==> config.mk <==
export PLATFORM = sky130hd
export DESIGN_NAME = segment_lcd_mux_driver_unit
export DESIGN_NICKNAME = d
export VERILOG_FILES = /design/src/sv/slcd_pkg.sv /design/src/sv/slcd_ctrl.sv /design/src/sv/slcd_dpath.sv /design/src/sv/segment_lcd_mux_driver_unit.sv
export SDC_FILE = /design/constraint.sdc
export NUM_CORES = 1
export LEC_CHECK = 0
export BUFFER_PORTS_ARGS = -buffer_cell sky130_fd_sc_hd__buf_2
export CAP_MARGIN = 10
export CORE_AREA = 2 2 134 136
export CTS_BUF_LIST = sky130_fd_sc_hd__clkbuf_4 sky130_fd_sc_hd__clkbuf_8 sky130_fd_sc_hd__clkbuf_16
export DETAILED_ROUTE_END_ITERATION = 10
export DIE_AREA = 0 0 136 138
export GPL_TIMING_DRIVEN = 0
export PLACE_DENSITY = 0.58
export SLEW_MARGIN = 20
export SYNTH_ARGS = -nofsm -noshare
export SYNTH_HDL_FRONTEND = slang
export SYNTH_SLANG_ARGS = --single-unit
==> constraint.sdc <==
create_clock -name clk -period 3.65 [get_ports clk]
set_input_delay 0.73 -clock clk [delete_from_list [all_inputs] [get_ports clk]]
set_output_delay 0.73 -clock clk [all_outputs]
set_load 0.1 [all_outputs]
==> src/sv/slcd_pkg.sv <==
package slcd_pkg;

	// Frame memory geometry.
	localparam int ROWS    = 10;
	localparam int COLUMNS = 8;
	localparam int COL_W   = $clog2(COLUMNS);

	// Command codes carried in the input tuser.
	localparam logic [1:0] CMD_TICK  = 2'd0;
	localparam logic [1:0] CMD_PAIR  = 2'd1;
	localparam logic [1:0] CMD_FILL  = 2'd2;
	localparam logic [1:0] CMD_CLEAR = 2'd3;

	// Base and common line pattern for frames 0 to 7 (bit 0 base, bits 1..4 com0..com3).
	localparam logic [4:0] COM_PATTERN [8] = '{
		5'h05, 5'h1A, 5'h09, 5'h16, 5'h11, 5'h0E, 5'h03, 5'h1C
	};

	// Commands from the controller to the datapath.
	typedef struct packed {
		logic ld_out;
		logic wr_pair;
		logic fill;
		logic clear;
		logic cfg_wr;
	} slcd_cmd_t;

endpackage

==> src/sv/slcd_ctrl.sv <==
module slcd_ctrl import slcd_pkg::*; (
	input  logic       clk,
	input  logic       arst_n,
	input  logic       in_valid,
	output logic       in_ready,
	input  logic [1:0] in_command,
	output logic       out_valid,
	input  logic       out_ready,
	input  logic       cfg_valid,
	output logic       cfg_ready,
	output slcd_cmd_t  cmd
);

	localparam logic ST_EMPTY = 1'b0;
	localparam logic ST_FULL  = 1'b1;

	logic state_q;
	logic state_d;
	logic accept;

	assign in_ready  = (state_q == ST_EMPTY) || out_ready;
	assign out_valid = (state_q == ST_FULL);
	assign cfg_ready = 1'b1;
	assign accept    = in_valid && in_ready;

	always_comb begin
		cmd         = '0;
		cmd.cfg_wr  = cfg_valid;
		if (accept) begin
			case (in_command)
				CMD_TICK:  cmd.ld_out  = 1'b1;
				CMD_PAIR:  cmd.wr_pair = 1'b1;
				CMD_FILL:  cmd.fill    = 1'b1;
				CMD_CLEAR: cmd.clear   = 1'b1;
				default:   cmd         = cmd;
			endcase
		end
	end

	always_comb begin
		state_d = state_q;
		if (cmd.ld_out) begin
			state_d = ST_FULL;
		end else if (out_ready) begin
			state_d = ST_EMPTY;
		end
	end

	always_ff @(posedge clk or negedge arst_n) begin
		if (!arst_n) begin
			state_q <= ST_EMPTY;
		end else begin
			state_q <= state_d;
		end
	end

endmodule

==> src/sv/slcd_dpath.sv <==
module slcd_dpath import slcd_pkg::*; (
	input  logic       clk,
	input  logic       arst_n,
	input  slcd_cmd_t  cmd,
	input  logic [7:0] cfg_data,
	input  logic [7:0] segment_id,
	input  logic [1:0] pair_value,
	input  logic       fill_value,
	input  logic [3:0] frame,
	input  logic [7:0] subframe,
	output logic [4:0] com_pins,
	output logic [1:0] seg_pins,
	output logic [7:0] shift_byte
);

	logic [COLUMNS-1:0] mem_q [ROWS];
	logic [4:0]         com_hold_q;
	logic [1:0]         seg_hold_q;
	logic [7:0]         duty_q;
	logic [4:0]         com_out_q;
	logic [1:0]         seg_out_q;
	logic [7:0]         shift_out_q;

	logic [3:0]         row;
	logic [3:0]         col;
	logic               pair_ok;
	logic [COLUMNS-1:0] fill_word;
	logic               col_ok;
	logic [COL_W-1:0]   rd_col;
	logic [15:0]        col_bits;
	logic               off;
	logic               active;
	logic [4:0]         com_new;
	logic [1:0]         seg_new;
	logic [7:0]         shift_new;

	always_comb begin
		row     = segment_id[7:4];
		col     = segment_id[3:0];
		pair_ok = ({1'b0, row} < 5'(ROWS)) && (({1'b0, col} + 5'd1) < 5'(COLUMNS));
		for (int k = 0; k < COLUMNS; k++) begin
			fill_word[k] = (k % 2 == 1) ? fill_value : ~fill_value;
		end
	end

	// One bit per row at the column selected by the frame; missing rows read zero.
	always_comb begin
		col_ok = {1'b0, frame} < 5'(COLUMNS);
		rd_col = frame[COL_W-1:0];
		for (int r = 0; r < 16; r++) begin
			col_bits[r] = (r < ROWS) ? (mem_q[r % ROWS][rd_col] & col_ok) : 1'b0;
		end
	end

	always_comb begin
		off    = subframe > duty_q;
		active = !frame[3];
		if (active) begin
			com_new   = off ? 5'd0 : COM_PATTERN[frame[2:0]];
			seg_new   = off ? 2'd0 : col_bits[1:0];
			shift_new = off ? 8'd0 : col_bits[9:2];
		end else begin
			com_new   = com_hold_q;
			seg_new   = seg_hold_q;
			shift_new = 8'd0;
		end
	end

	always_ff @(posedge clk or negedge arst_n) begin
		if (!arst_n) begin
			for (int r = 0; r < ROWS; r++) begin
				mem_q[r] <= '0;
			end
			com_hold_q <= '0;
			seg_hold_q <= '0;
			duty_q     <= '0;
		end else begin
			if (cmd.cfg_wr) begin
				duty_q <= cfg_data;
			end
			if (cmd.clear) begin
				for (int r = 0; r < ROWS; r++) begin
					mem_q[r] <= '0;
				end
			end else if (cmd.fill) begin
				for (int r = 0; r < ROWS; r++) begin
					mem_q[r] <= fill_word;
				end
			end else if (cmd.wr_pair && pair_ok) begin
				for (int r = 0; r < ROWS; r++) begin
					for (int k = 0; k < COLUMNS; k++) begin
						if (4'(r) == row && 4'(k) == col) begin
							mem_q[r][k] <= pair_value[0];
						end else if (4'(r) == row && 4'(k) == col + 4'd1) begin
							mem_q[r][k] <= pair_value[1];
						end
					end
				end
			end
			if (cmd.ld_out) begin
				com_hold_q <= com_new;
				seg_hold_q <= seg_new;
			end
		end
	end

	always_ff @(posedge clk) begin
		if (cmd.ld_out) begin
			com_out_q   <= com_new;
			seg_out_q   <= seg_new;
			shift_out_q <= shift_new;
		end
	end

	assign com_pins   = com_out_q;
	assign seg_pins   = seg_out_q;
	assign shift_byte = shift_out_q;

endmodule

==> src/sv/segment_lcd_mux_driver_unit.sv <==
// Multiplexed segment LCD driver. The block holds a 10 x 8 one-bit frame
// memory in flip-flops, cleared at reset, so no clearing pass is needed. The
// item kind travels in s_axis_tuser: tick, write bit pair, fill alternating,
// or clear all. Every command completes in the cycle it is accepted, so the
// block takes one item per clock. A tick produces one result item, which sits
// in the output register and appears on the master side in the cycle after
// acceptance; the other commands produce no result. The only thing that
// stalls the input is a result held in the output register that the
// downstream side has not taken yet. For frames 0 to 7 the base and common
// pins follow a fixed pattern and the segment pins come from rows 0 and 1;
// for frames above 7 those pins repeat their last driven values and the
// shift byte is zero. Any pin that would be on is forced off when subframe
// exceeds duty_parts, which is written through the cfg port (always ready).
module segment_lcd_mux_driver_unit import slcd_pkg::*; (
	input  logic        clk,
	input  logic        arst_n,
	input  logic        s_axis_tvalid,
	output logic        s_axis_tready,
	// segment_id [7:0], pair_value [9:8], fill_value [10], frame [14:11],
	// subframe [22:15], zero [23]
	input  logic [23:0] s_axis_tdata,
	// command [1:0]
	input  logic [1:0]  s_axis_tuser,
	output logic        m_axis_tvalid,
	input  logic        m_axis_tready,
	// com_pins [4:0], seg_pins [6:5], shift_byte [14:7], zero [15]
	output logic [15:0] m_axis_tdata,
	input  logic        cfg_valid,
	output logic        cfg_ready,
	input  logic [7:0]  cfg_data
);

	slcd_cmd_t  cmd;
	logic [4:0] com_pins;
	logic [1:0] seg_pins;
	logic [7:0] shift_byte;

	// The controller tracks the output register and decodes accepted items.
	slcd_ctrl u_ctrl (
		.clk        (clk),
		.arst_n     (arst_n),
		.in_valid   (s_axis_tvalid),
		.in_ready   (s_axis_tready),
		.in_command (s_axis_tuser),
		.out_valid  (m_axis_tvalid),
		.out_ready  (m_axis_tready),
		.cfg_valid  (cfg_valid),
		.cfg_ready  (cfg_ready),
		.cmd        (cmd)
	);

	// The datapath holds the frame memory, hold registers and result register.
	slcd_dpath u_dpath (
		.clk        (clk),
		.arst_n     (arst_n),
		.cmd        (cmd),
		.cfg_data   (cfg_data),
		.segment_id (s_axis_tdata[7:0]),
		.pair_value (s_axis_tdata[9:8]),
		.fill_value (s_axis_tdata[10]),
		.frame      (s_axis_tdata[14:11]),
		.subframe   (s_axis_tdata[22:15]),
		.com_pins   (com_pins),
		.seg_pins   (seg_pins),
		.shift_byte (shift_byte)
	);

	assign m_axis_tdata = {1'b0, shift_byte, seg_pins, com_pins};

`ifndef NO_ASSERTIONS
	// A pending result that is not taken must block new items.
	a_stall: assert property (@(posedge clk) disable iff (!arst_n)
		(m_axis_tvalid && !m_axis_tready) |-> !s_axis_tready)
		else $error("input accepted while result is stalled");

	// An accepted tick always yields a result in the next cycle.
	a_tick_result: assert property (@(posedge clk) disable iff (!arst_n)
		(s_axis_tvalid && s_axis_tready && s_axis_tuser == CMD_TICK) |=> m_axis_tvalid)
		else $error("tick produced no result");

	// Other commands never create a result when the output is empty.
	a_no_result: assert property (@(posedge clk) disable iff (!arst_n)
		(s_axis_tvalid && s_axis_tready && s_axis_tuser != CMD_TICK && !m_axis_tvalid)
		|=> !m_axis_tvalid)
		else $error("result without a tick");

	// Dark common lines mean either gating or a held frame, both with no shift data.
	a_dark_shift: assert property (@(posedge clk) disable iff (!arst_n)
		(m_axis_tvalid && m_axis_tdata[4:0] == 5'd0) |-> (m_axis_tdata[14:7] == 8'd0))
		else $error("shift data driven with dark common lines");
`endif

endmodule

==> results of run 1 <==
cell type report:
class | count | area [µm²] | area share (%)
clock inverter | 7 | 72.6 | 0.856
tap | 229 | 287 | 3.38
multi-input combinational | 575 | 4320 | 51.0
inverter | 9 | 33.8 | 0.398
sequential | 111 | 2850 | 33.6
clock buffer | 9 | 225 | 2.66
timing repair buffer | 49 | 277 | 3.26
buffer | 83 | 409 | 4.83
per-layer routing:
| layer | global-route usage [%] | part of all wire [%] | wire length [µm] |
|---|---|---|---|
| met3 | 6.09 | 9.1 | 2370 |
| met5 | 0 | 0 | 0 |
| met4 | 16.0 | 5.6 | 1470 |
| met2 | 42.8 | 46 | 11900 |
| met1 | 36.7 | 40 | 10300 |
registers in the layout, summed over array words and instances (netlist names):
name                count
u_dpath.com_hold_q      5
u_ctrl.out_valid        1
u_dpath.duty_q          8
u_dpath.com_pins        5
u_dpath.shift_byte      8
u_dpath.mem_q          80
u_dpath.seg_pins        2
u_dpath.seg_hold_q      2
Yosys cell counts (all sizes together) (3+ instances only):
| master | number | area, µm² |
|---|---|---|
| a21oi | 52 | 260 |
| nor2b | 6 | 37.5 |
| dfrtp | 96 | 2400 |
| nand3 | 47 | 240 |
| nor4b | 6 | 143 |
| mux4 | 20 | 450 |
| xnor2 | 3 | 26.3 |
| inv | 9 | 33.8 |
| clkbuf | 45 | 185 |
| ha | 8 | 100 |
| o21ai | 119 | 596 |
| mux2i | 50 | 500 |
| nand4 | 4 | 25.0 |
| and4bb | 5 | 62.6 |
| o31ai | 15 | 113 |
| a31oi | 40 | 250 |
| nor2 | 9 | 33.8 |
| nor3 | 11 | 65.1 |
| buf | 38 | 224 |
| mux2 | 80 | 901 |
| nand2 | 72 | 270 |
| edfxtp | 15 | 450 |
placed cells by master (no fill, tap or decap), drive strengths merged, types with 2 or more instances in the layout:
cell and count:
nand4 4, or3 2, nand3b 2, nor4 2, xor2 2, a21oi 52, xnor2 3, and2b 2
nor2b 6, nand3 47, buf 87, ha 8, nand2 72, and4 2, nor4b 6, conb 2
clkinv 4, o21ai 119, inv 10, and4bb 5, a31oi 40, mux2i 50, nor2 9, mux4 20
edfxtp 15, nand2b 2, mux2 80, clkbuf 54, o31ai 15, dfrtp 96, nor3 11
cell families (layout without fill, tap and decap cells):
kind of cell / Yosys count / count (layout) / synth area share (%)
muxes: 150 / 150 / 24.3
and+or+nand+nor: 179 / 179 / 13.8
xor gates and xnor gates: 5 / 5 / 0.576
other: 2 / 2 / 0.0987
adders and majority gates: 8 / 8 / 1.32
DFF: 111 / 111 / 37.5
buffers and inverters: 92 / 157 / 5.82
AOI/OAI and AO/OA: 231 / 231 / 16.6
per-stage QoR:
step,worst slack (ns),utilization [%]
2_1_floorplan,0.600,-
3_3_place_gp,0.548,46.4
3_5_place_dp,0.741,46.7
4_1_cts,1.12,48.4
5_1_grt,1.00,48.4
6_report,1.02,48.4
power breakdown:
part / internal [mW] / leakage (nW) / switching [mW]
Sequential: 1.47 / 1.30 / 0.119
Clock: 0.535 / 0.143 / 0.496
Combinational: 0.398 / 2.02 / 0.512
critical path: stages:
cell and delay (ns):
sky130_fd_sc_hd__clkbuf_1 0.37, sky130_fd_sc_hd__and4_1 0.34, sky130_fd_sc_hd__nand3_1 0.58, sky130_fd_sc_hd__o21ai_0 0.47, sky130_fd_sc_hd__mux2_2 0.38
how the worst max path moves through the flow:
stage | endpoint | depth (start not counted)
3_3_place_gp | u_dpath.shift_byte[3] | 5
3_5_place_dp | u_dpath.mem_q[70] | 5
2_1_floorplan | u_dpath.com_pins[0] | 4
4_1_cts | u_dpath.mem_q[14] | 5
6_report | u_dpath.mem_q[70] | 5
5_1_grt | u_dpath.mem_q[14] | 5
==> results.yml, run 1 <==
clock_tree:
  cts_post_setup_buffers_inserted: 0
  clock-sinks: 111
  clk_path_buf_depth: 2
  cts.root.buffer_cell: "sky130_fd_sc_hd__clkbuf_16"
  worst_setup_hold_path_clk_slew_ns: 0.08
  clock_latency_ns: 0.37
  h-tree-depth: 3
  postCtsResizedCells: 0
  post_cts_hold_buffer_count: 0
  clock_tree_from_tritoncts: "built"
  cts_inserted_buffers: 9
worst_setup_path:
  crit_arrival_ns: 2.88
  setup_crit_start_kind: "input pin"
  critPathKind: "input pin to flip-flop"
  r2r_setup_slack_ns: 1.10
  regToRegStartpoint: "u_ctrl.out_valid"
  worst-endpoint-required_ns: 3.90
  r2r_end: "u_dpath.mem_q[70]"
  crit_start: "s_axis_tvalid"
  worstRegToRegCells: 6
  crit_path_max_fanout: 10
  timing.critical_path.to_type: "flip-flop"
yosys:
  synth_sequential_area_ratio_pct: 37.5
  number_of_distinct_library_cells_after_synthesis: 54
  post_synthesis_async_set_or_reset_flop_share_pct: 86.5
  synth_warnings: 0
  syn_area_mm2: 0.00761
  postSynth.topFlopCell: "sky130_fd_sc_hd__dfrtp_1"
  yosys_register_bits: 111
  syn-num-nets: 825
  synth_edf_count: 15
  synthesis.area_per_instance_um2: 9.78
  post_synth_inst_count: 778
drt:
  dr.first_iter.drc_count: 619
  dr.pass1.iters: 5
  drt-wirelength-per-cell_um: 24.3
  finalWirelength_mm: 26.0
  antenna_left: 0
  avgViaCountPerCell: 6.39
  drcViolationCount: 0
  vias: 6855
power:
  power_leakage_nw: 3.46
  power.ir.vdd_worst_mv: 0.249
  p_per_area_mw_per_mm2: 417
  finalPower_mw: 3.53
floorplanning:
  die_h_um: 138
  site_row_count: 49
  placeableCoreArea_mm2: 0.0175
  initial_core_util_pct: 43.4
  top_level_ports: 58
  dieArea_mm2: 0.0188
  die_w_um: 136
global_routing:
  grt_max_degree: 56
  grt_antenna_before_repair: 0
  vias_in_the_first_global_route: 6828
  grt_pass1_wl_mm: 39.7
  grt_overflow_total: 0
  grt_util_all_layers_pct: 28.1
final_layout:
  stdcell_count: 1072
  insertedDiodeCount: 0
  area_delta_synth_final_pct: 11.4
  fillerInstances: 1685
  num-nets-final: 885
  fin_area_mm2: 0.00848
  post_route_cells_drive_above_1_share_pct: 26.5
placement:
  portbufs: 47
  place_hpwl_mm: 18.0
  place_inst: 1056
  place_area_mm2: 0.00818
  gp_routability_congestion: 0.962
timing:
  finalWorstPathRequiredPeriod_ns: 2.63
  final_max_slew_viol_count: 0
  worst_slew_pin_slew_ns: 1.05
  final_hold_viol_count: 0
  skew_ns: 0.00568
  max_transition_margin_pct: 29.9
  grt_setup_unrepaired: "no"
  hold-worst-slack_ns: 0.271
  min_period_over_period_pct: 72.0
  tns_ns: 0
  max_clock_freq_mhz: 380
  finalSetupViolations: 0
worst_hold_path:
  hold_path.class: "input pin to asynchronous set/reset pin"
job:
  maxCapViolations: 0
status:
  outcome: "finished clean"
No activity file was read; power rests on OpenSTA's default activity.
==> inputs of run 2 (changes only) <==
- PLACE_DENSITY: 0.58 -> 0.61
- clock period: 3.65 -> 2.3 ns (I/O delays scaled with it)
==> results.yml, run 2 (synthesis gave the netlist of run 1 again) <==
final_layout:
  layout_common_cells: "sky130_fd_sc_hd__o21ai_0 (114), sky130_fd_sc_hd__dfrtp_1 (95), sky130_fd_sc_hd__mux2_2 (79), sky130_fd_sc_hd__nand2_1 (72), sky130_fd_sc_hd__buf_2 (68)"
  num-nets-final: 885
  post_route_cells_drive_above_1_share_pct: 27.1
  regMostFlops: "u_dpath.mem_q"
  insertedDiodeCount: 0
  area_delta_synth_final_pct: 11.3
  largest_register_ff_count: 80
  fillerInstances: 1723
  stdcell_count: 1071
  most_frequent_standard_cell_in_the_layout_excluding_fill_and_tap_cells: "sky130_fd_sc_hd__o21ai_0"
worst_setup_path:
  setup_crit_start_kind: "flip-flop"
  regToRegStartpoint: "u_ctrl.out_valid"
  worst-endpoint-required_ns: 2.55
  crit_path_max_fanout: 10
  timing.critical_path.to_type: "flip-flop"
  critical_path.cell_chain: "nand2b_1, buf_6, nand3_2, nor2_1, clkbuf_2, a31oi_1, mux2_2"
  crit_start: "u_ctrl.out_valid"
  r2r_end: "u_dpath.mem_q[44]"
  critPathKind: "flip-flop to flip-flop"
  crit_arrival_ns: 2.54
  r2r_setup_slack_ns: 0.01
  worstRegToRegCells: 7
  cp_slowest_stage_delay_ns: 0.41
  critical-path-slowest-cell: "sky130_fd_sc_hd__dfrtp_2"
power:
  share_seq_of_total_power_pct: 46.1
  comb_power_share_pct: 26.7
  p_per_area_mw_per_mm2: 644
  power.ir.vdd_worst_mv: 0.353
  p_sw_mw: 1.75
  power.clock.fraction_pct: 27.2
  finalPower_mw: 5.45
  power.share.switching_pct: 32.1
  power_leakage_nw: 3.46
  internal_power_component_mw: 3.70
placement:
  portbufs: 47
  dpl_worst_slack_ns: -0.321
  gp_routability_congestion: 0.959
  place_inst: 1055
  place_hpwl_mm: 17.2
status:
  violations_in_the_final_reports: "negative hold slack"
  outcome: "finished, violations left"
timing:
  skew_ns: 0.0155
  hold-worst-slack_ns: -0.00272
  final_max_slew_viol_count: 0
  grt_setup_unrepaired: "no"
  max_clock_freq_mhz: 437
  worst_slew_pin_slew_ns: 1.14
  final_hold_viol_count: 1
  tns_ns: 0
  layout_setup_ws_ns: 0.0109
  min_period_over_period_pct: 99.5
  finalWorstPathRequiredPeriod_ns: 2.29
  finalSetupViolations: 0
  max_transition_margin_pct: 23.8
drt:
  drt-wirelength-per-cell_um: 23.9
  finalWirelength_mm: 25.6
  avgViaCountPerCell: 6.30
  dr.first_iter.drc_count: 888
  vias: 6751
  dr.pass1.iters: 9
  antenna_left: 0
  drcViolationCount: 0
global_routing:
  grt_max_degree: 55
  vias_in_the_first_global_route: 6423
  grt_antenna_before_repair: 1
  grt_pass1_wl_mm: 39.0
  grt_util_all_layers_pct: 27.6
  grt_overflow_total: 0
worst_hold_path:
  hold_path.class: "input pin to asynchronous set/reset pin"
floorplanning:
  placeableCoreArea_mm2: 0.0175
  site_row_count: 49
  die_w_um: 136
  initial_core_util_pct: 43.4
  die_h_um: 138
  dieArea_mm2: 0.0188
  top_level_ports: 58
job:
  maxCapViolations: 0
clock_tree:
  cts.root.buffer_cell: "sky130_fd_sc_hd__clkbuf_16"
  worst_setup_hold_path_clk_slew_ns: 0.08
  clock-sinks: 111
  clk_path_buf_depth: 2
  cts_inserted_buffers: 9
  clock_latency_ns: 0.37
  h-tree-depth: 3
  clock_tree_from_tritoncts: "built"
==> run 2: per-stage QoR <==
| step | hold WS (ns) | utilization, % | cell area (µm²) |
|---|---|---|---|
| after global routing | 0.0334 | 48.3 | 8470 |
| after CTS | 0.0292 | 48.2 | 8450 |
| after global placement | 0.460 | 46.4 | 8140 |
| after detailed placement | 0.416 | 46.7 | 8180 |
| after floorplan | 0.164 | - | 7620 |
| final | -0.00272 | 48.3 | 8470 |
==> run 2: worst max-delay path by stage <==
stage               depth (start not counted)                end  slack, ns
finish                                      7  u_dpath.mem_q[44]       0.01
global route                                7  u_dpath.mem_q[44]       0.01
CTS                                         7  u_dpath.mem_q[34]       0.01
global placement                            1   u_ctrl.out_valid      -0.60
detailed placement                          6   u_dpath.mem_q[6]      -0.32
floorplan                                   7  u_dpath.mem_q[69]       0.03
==> run 2: area by class of cell <==
| cell class | count | area [µm²] | area share [%] |
|---|---|---|---|
| multi-input combinational | 575 | 4340 | 51.2 |
| sequential | 111 | 2850 | 33.7 |
| buffer | 83 | 418 | 4.93 |
| tap | 229 | 287 | 3.38 |
| timing repair buffer | 49 | 277 | 3.26 |
| clock buffer | 9 | 225 | 2.66 |
| clock inverter | 6 | 36.3 | 0.428 |
| inverter | 9 | 33.8 | 0.399 |
==> run 2: power by group through the flow <==
stage / registers, mW / logic (mW) / clock network (mW)
detailed placement: 2.55 / 1.43 / 0
global route: 2.56 / 1.56 / 1.59
finish: 2.52 / 1.45 / 1.48
CTS: 2.51 / 1.43 / 1.50
floorplan: 2.57 / 0.964 / 0
global placement: 2.54 / 1.40 / 0
==> run 2: per-layer routing <==
| metal | global-route usage (%) | wire length (µm) | up-vias |
|---|---|---|---|
| met5 | 0 | 0 | - |
| met3 | 7.22 | 2820 | 79 |
| li1 | - | - | 3009 |
| met1 | 38.9 | 10700 | 3259 |
| met2 | 40.4 | 11100 | 404 |
| met4 | 11.3 | 939 | 0 |
==> run 2: what timing repair did <==
item                                    CTS  global route
resized for setup                         2             4
hold buffers                              0             0
buffers inserted                          0             1
hold endpoints to repair                  0             0
endpoints found under the setup margin    9            47
pin swaps                                 0             0
==> run 2: critical path, delay by kind of cell, from the launching register on <==
kind	cells	cell delay [ns]
simple gates	3	0.72
mux	1	0.33
flops	1	0.41
buf+inv	2	0.54
compound gates	1	0.16
==> inputs of run 3 (changes only) <==
- REMOVE_ABC_BUFFERS: default -> 1
==> results.yml, run 3 (synthesis gave the netlist of run 1 again) <==
status:
  outcome: "finished clean"
global_routing:
  grt_overflow_total: 0
  grt_max_degree: 81
  grt_pass1_wl_mm: 36.3
  grt_util_all_layers_pct: 25.0
  grt_antenna_before_repair: 0
  vias_in_the_first_global_route: 6352
power:
  power.clock.fraction_pct: 28.1
  share_seq_of_total_power_pct: 46.0
  power_leakage_nw: 3.39
  p_sw_mw: 1.74
  internal_power_component_mw: 3.72
  power.share.switching_pct: 31.8
  power.ir.vdd_worst_mv: 0.377
  comb_power_share_pct: 25.9
  p_per_area_mw_per_mm2: 649
final_layout:
  regMostFlops: "u_dpath.mem_q"
  most_frequent_standard_cell_in_the_layout_excluding_fill_and_tap_cells: "sky130_fd_sc_hd__o21ai_0"
  largest_register_ff_count: 80
  fin_area_mm2: 0.00842
  post-route-util_pct: 48.0
  multiInputGateArea_mm2: 0.00443
  stdcell_count: 1016
  layout_common_cells: "sky130_fd_sc_hd__o21ai_0 (114), sky130_fd_sc_hd__dfrtp_1 (96), sky130_fd_sc_hd__mux2_2 (79), sky130_fd_sc_hd__nand2_1 (72)"
  area_delta_synth_final_pct: 10.6
  post_route_cells_drive_above_1_share_pct: 28.0
  insertedDiodeCount: 0
  layout.area.seq_mm2: 0.00285
  num-nets-final: 829
  fillerInstances: 1621
floorplanning:
  site_row_count: 49
  placeableCoreArea_mm2: 0.0175
  initial_core_util_pct: 43.4
  dieArea_mm2: 0.0188
  top_level_ports: 58
  die_h_um: 138
  die_w_um: 136
clock_tree:
  clock_tree_from_tritoncts: "built"
  cts_inserted_buffers: 9
  clock_latency_ns: 0.36
  post_cts_hold_buffer_count: 0
  clk_path_buf_depth: 2
  worst_setup_hold_path_clk_slew_ns: 0.08
  cts.root.buffer_cell: "sky130_fd_sc_hd__clkbuf_16"
  clock-sinks: 111
  h-tree-depth: 3
drt:
  route.top_layer_used: "met4"
  dr.first_iter.drc_count: 960
  dr.pass1.iters: 5
  drcViolationCount: 0
  drt-wirelength-per-cell_um: 23.2
  dr_wl_met3_mm: 2.44
  vias: 6676
  detailroute.wirelength.met2_mm: 10.5
  antenna_left: 0
  avgViaCountPerCell: 6.57
  met1_length_mm: 9.71
  finalWirelength_mm: 23.5
worst_setup_path:
  crit_path_max_fanout: 15
  cpLargestDelayFamily: "simple AND/OR/NAND/NOR gates"
  timing.critical_path.to_type: "flip-flop"
  critPathKind: "input pin to flip-flop"
  worst-endpoint-required_ns: 2.60
  critical-path-slowest-cell: "sky130_fd_sc_hd__nor2_1"
  setup_crit_start_kind: "input pin"
  critical_path.cell_chain: "buf_2, nand2_1, nor2_1, nand3_1, a31oi_1, mux2_2"
  crit_arrival_ns: 2.56
  worst-path-buf-inv: 1
  cp_slowest_stage_delay_ns: 1.04
timing:
  max_transition_margin_pct: 12.0
  finalSetupViolations: 0
  min_period_over_period_pct: 98.0
  tns_ns: 0
  final_hold_viol_count: 0
  final_max_slew_viol_count: 0
  layout_setup_ws_ns: 0.0458
  worst_slew_pin_slew_ns: 1.32
  skew_ns: 0.00634
  max_clock_freq_mhz: 444
  finalWorstPathRequiredPeriod_ns: 2.25
  grt_setup_unrepaired: "no"
placement:
  place_area_mm2: 0.00802
  portbufs: 54
  dpl_worst_slack_ns: -1.47
  gp_routability_congestion: 0.812
  place_inst: 990
  place_hpwl_mm: 13.6
worst_hold_path:
  hold_path.class: "input pin to asynchronous set/reset pin"
job:
  maxCapViolations: 0
run 3: cell types whose count changed in the layout (fill, tap and decap cells not counted), moves of 3 or more:
cell	delta
sky130_fd_sc_hd__buf_6	+4
sky130_fd_sc_hd__clkinvlp_4	+3
sky130_fd_sc_hd__buf_2	-17
sky130_fd_sc_hd__clkbuf_2	-4
sky130_fd_sc_hd__buf_1	-4
sky130_fd_sc_hd__clkinv_2	-3
sky130_fd_sc_hd__clkbuf_1	-39
run 3: area by class of cell:
cell class	count	area share [%]
inverter	9	0.401
clock inverter	6	0.520
clock buffer	10	2.76
timing repair buffer	73	6.41
tap	229	3.40
sequential	111	33.9
multi-input combinational	578	52.6
run 3: per-layer routing:
layer | global-route usage, % | up-vias
li1 | - | 2901
met1 | 34.7 | 3295
met2 | 37.5 | 406
met3 | 5.28 | 74
met4 | 11.2 | 0
met5 | 0 | -
run 3: path summary, 6_finish.rpt:
check / cells past startpoint / startpoint / slack, ns / end
min in group clk: 3 / cfg_data[4] / 0.31 / u_dpath.duty_q[4]
hold / removal: 1 / arst_n / 0.03 / u_dpath.com_hold_q[3]
setup / recovery: 6 / s_axis_tdata[1] / 0.05 / u_dpath.mem_q[7]
setup reg to reg: 5 / u_ctrl.out_valid / 0.06 / u_dpath.mem_q[70]
max in group asynchronous: 2 / arst_n / 1.63 / u_dpath.mem_q[7]
hold reg to reg: 2 / u_dpath.seg_hold_q[0] / 0.48 / u_dpath.seg_hold_q[0]
run 3: through the flow:
step | power, mW | hold WS, ns
floorplan | 3.41 | 0.164
global placement | 3.82 | 0.460
detailed placement | 3.91 | 0.440
CTS | 5.45 | 0.0423
global route | 5.69 | 0.0616
finish | 5.46 | 0.0314
run 3: what timing repair did:
action,CTS,global route
pin swaps,3,0
cloned,3,0
gates resized for setup,4,3
buffers inserted,7,0
setup endpoints to repair,80,32
run 3: power groups by stage:
stage / registers (mW) / logic, mW / clock network [mW]
finish: 2.51 / 1.42 / 1.53
global route: 2.55 / 1.52 / 1.63
CTS: 2.50 / 1.40 / 1.55
detailed placement: 2.54 / 1.37 / 0
global placement: 2.52 / 1.30 / 0
floorplan: 2.57 / 0.845 / 0
run 3: worst register-to-register path: cells and delay by family (launching register included):
| kind | cells | cell delay (ns) |
|---|---|---|
| AND/OR/NAND/NOR | 3 | 1.00 |
| multiplexers | 1 | 0.38 |
| AO/OA/AOI/OAI | 1 | 0.37 |
| flip-flops | 1 | 0.39 |
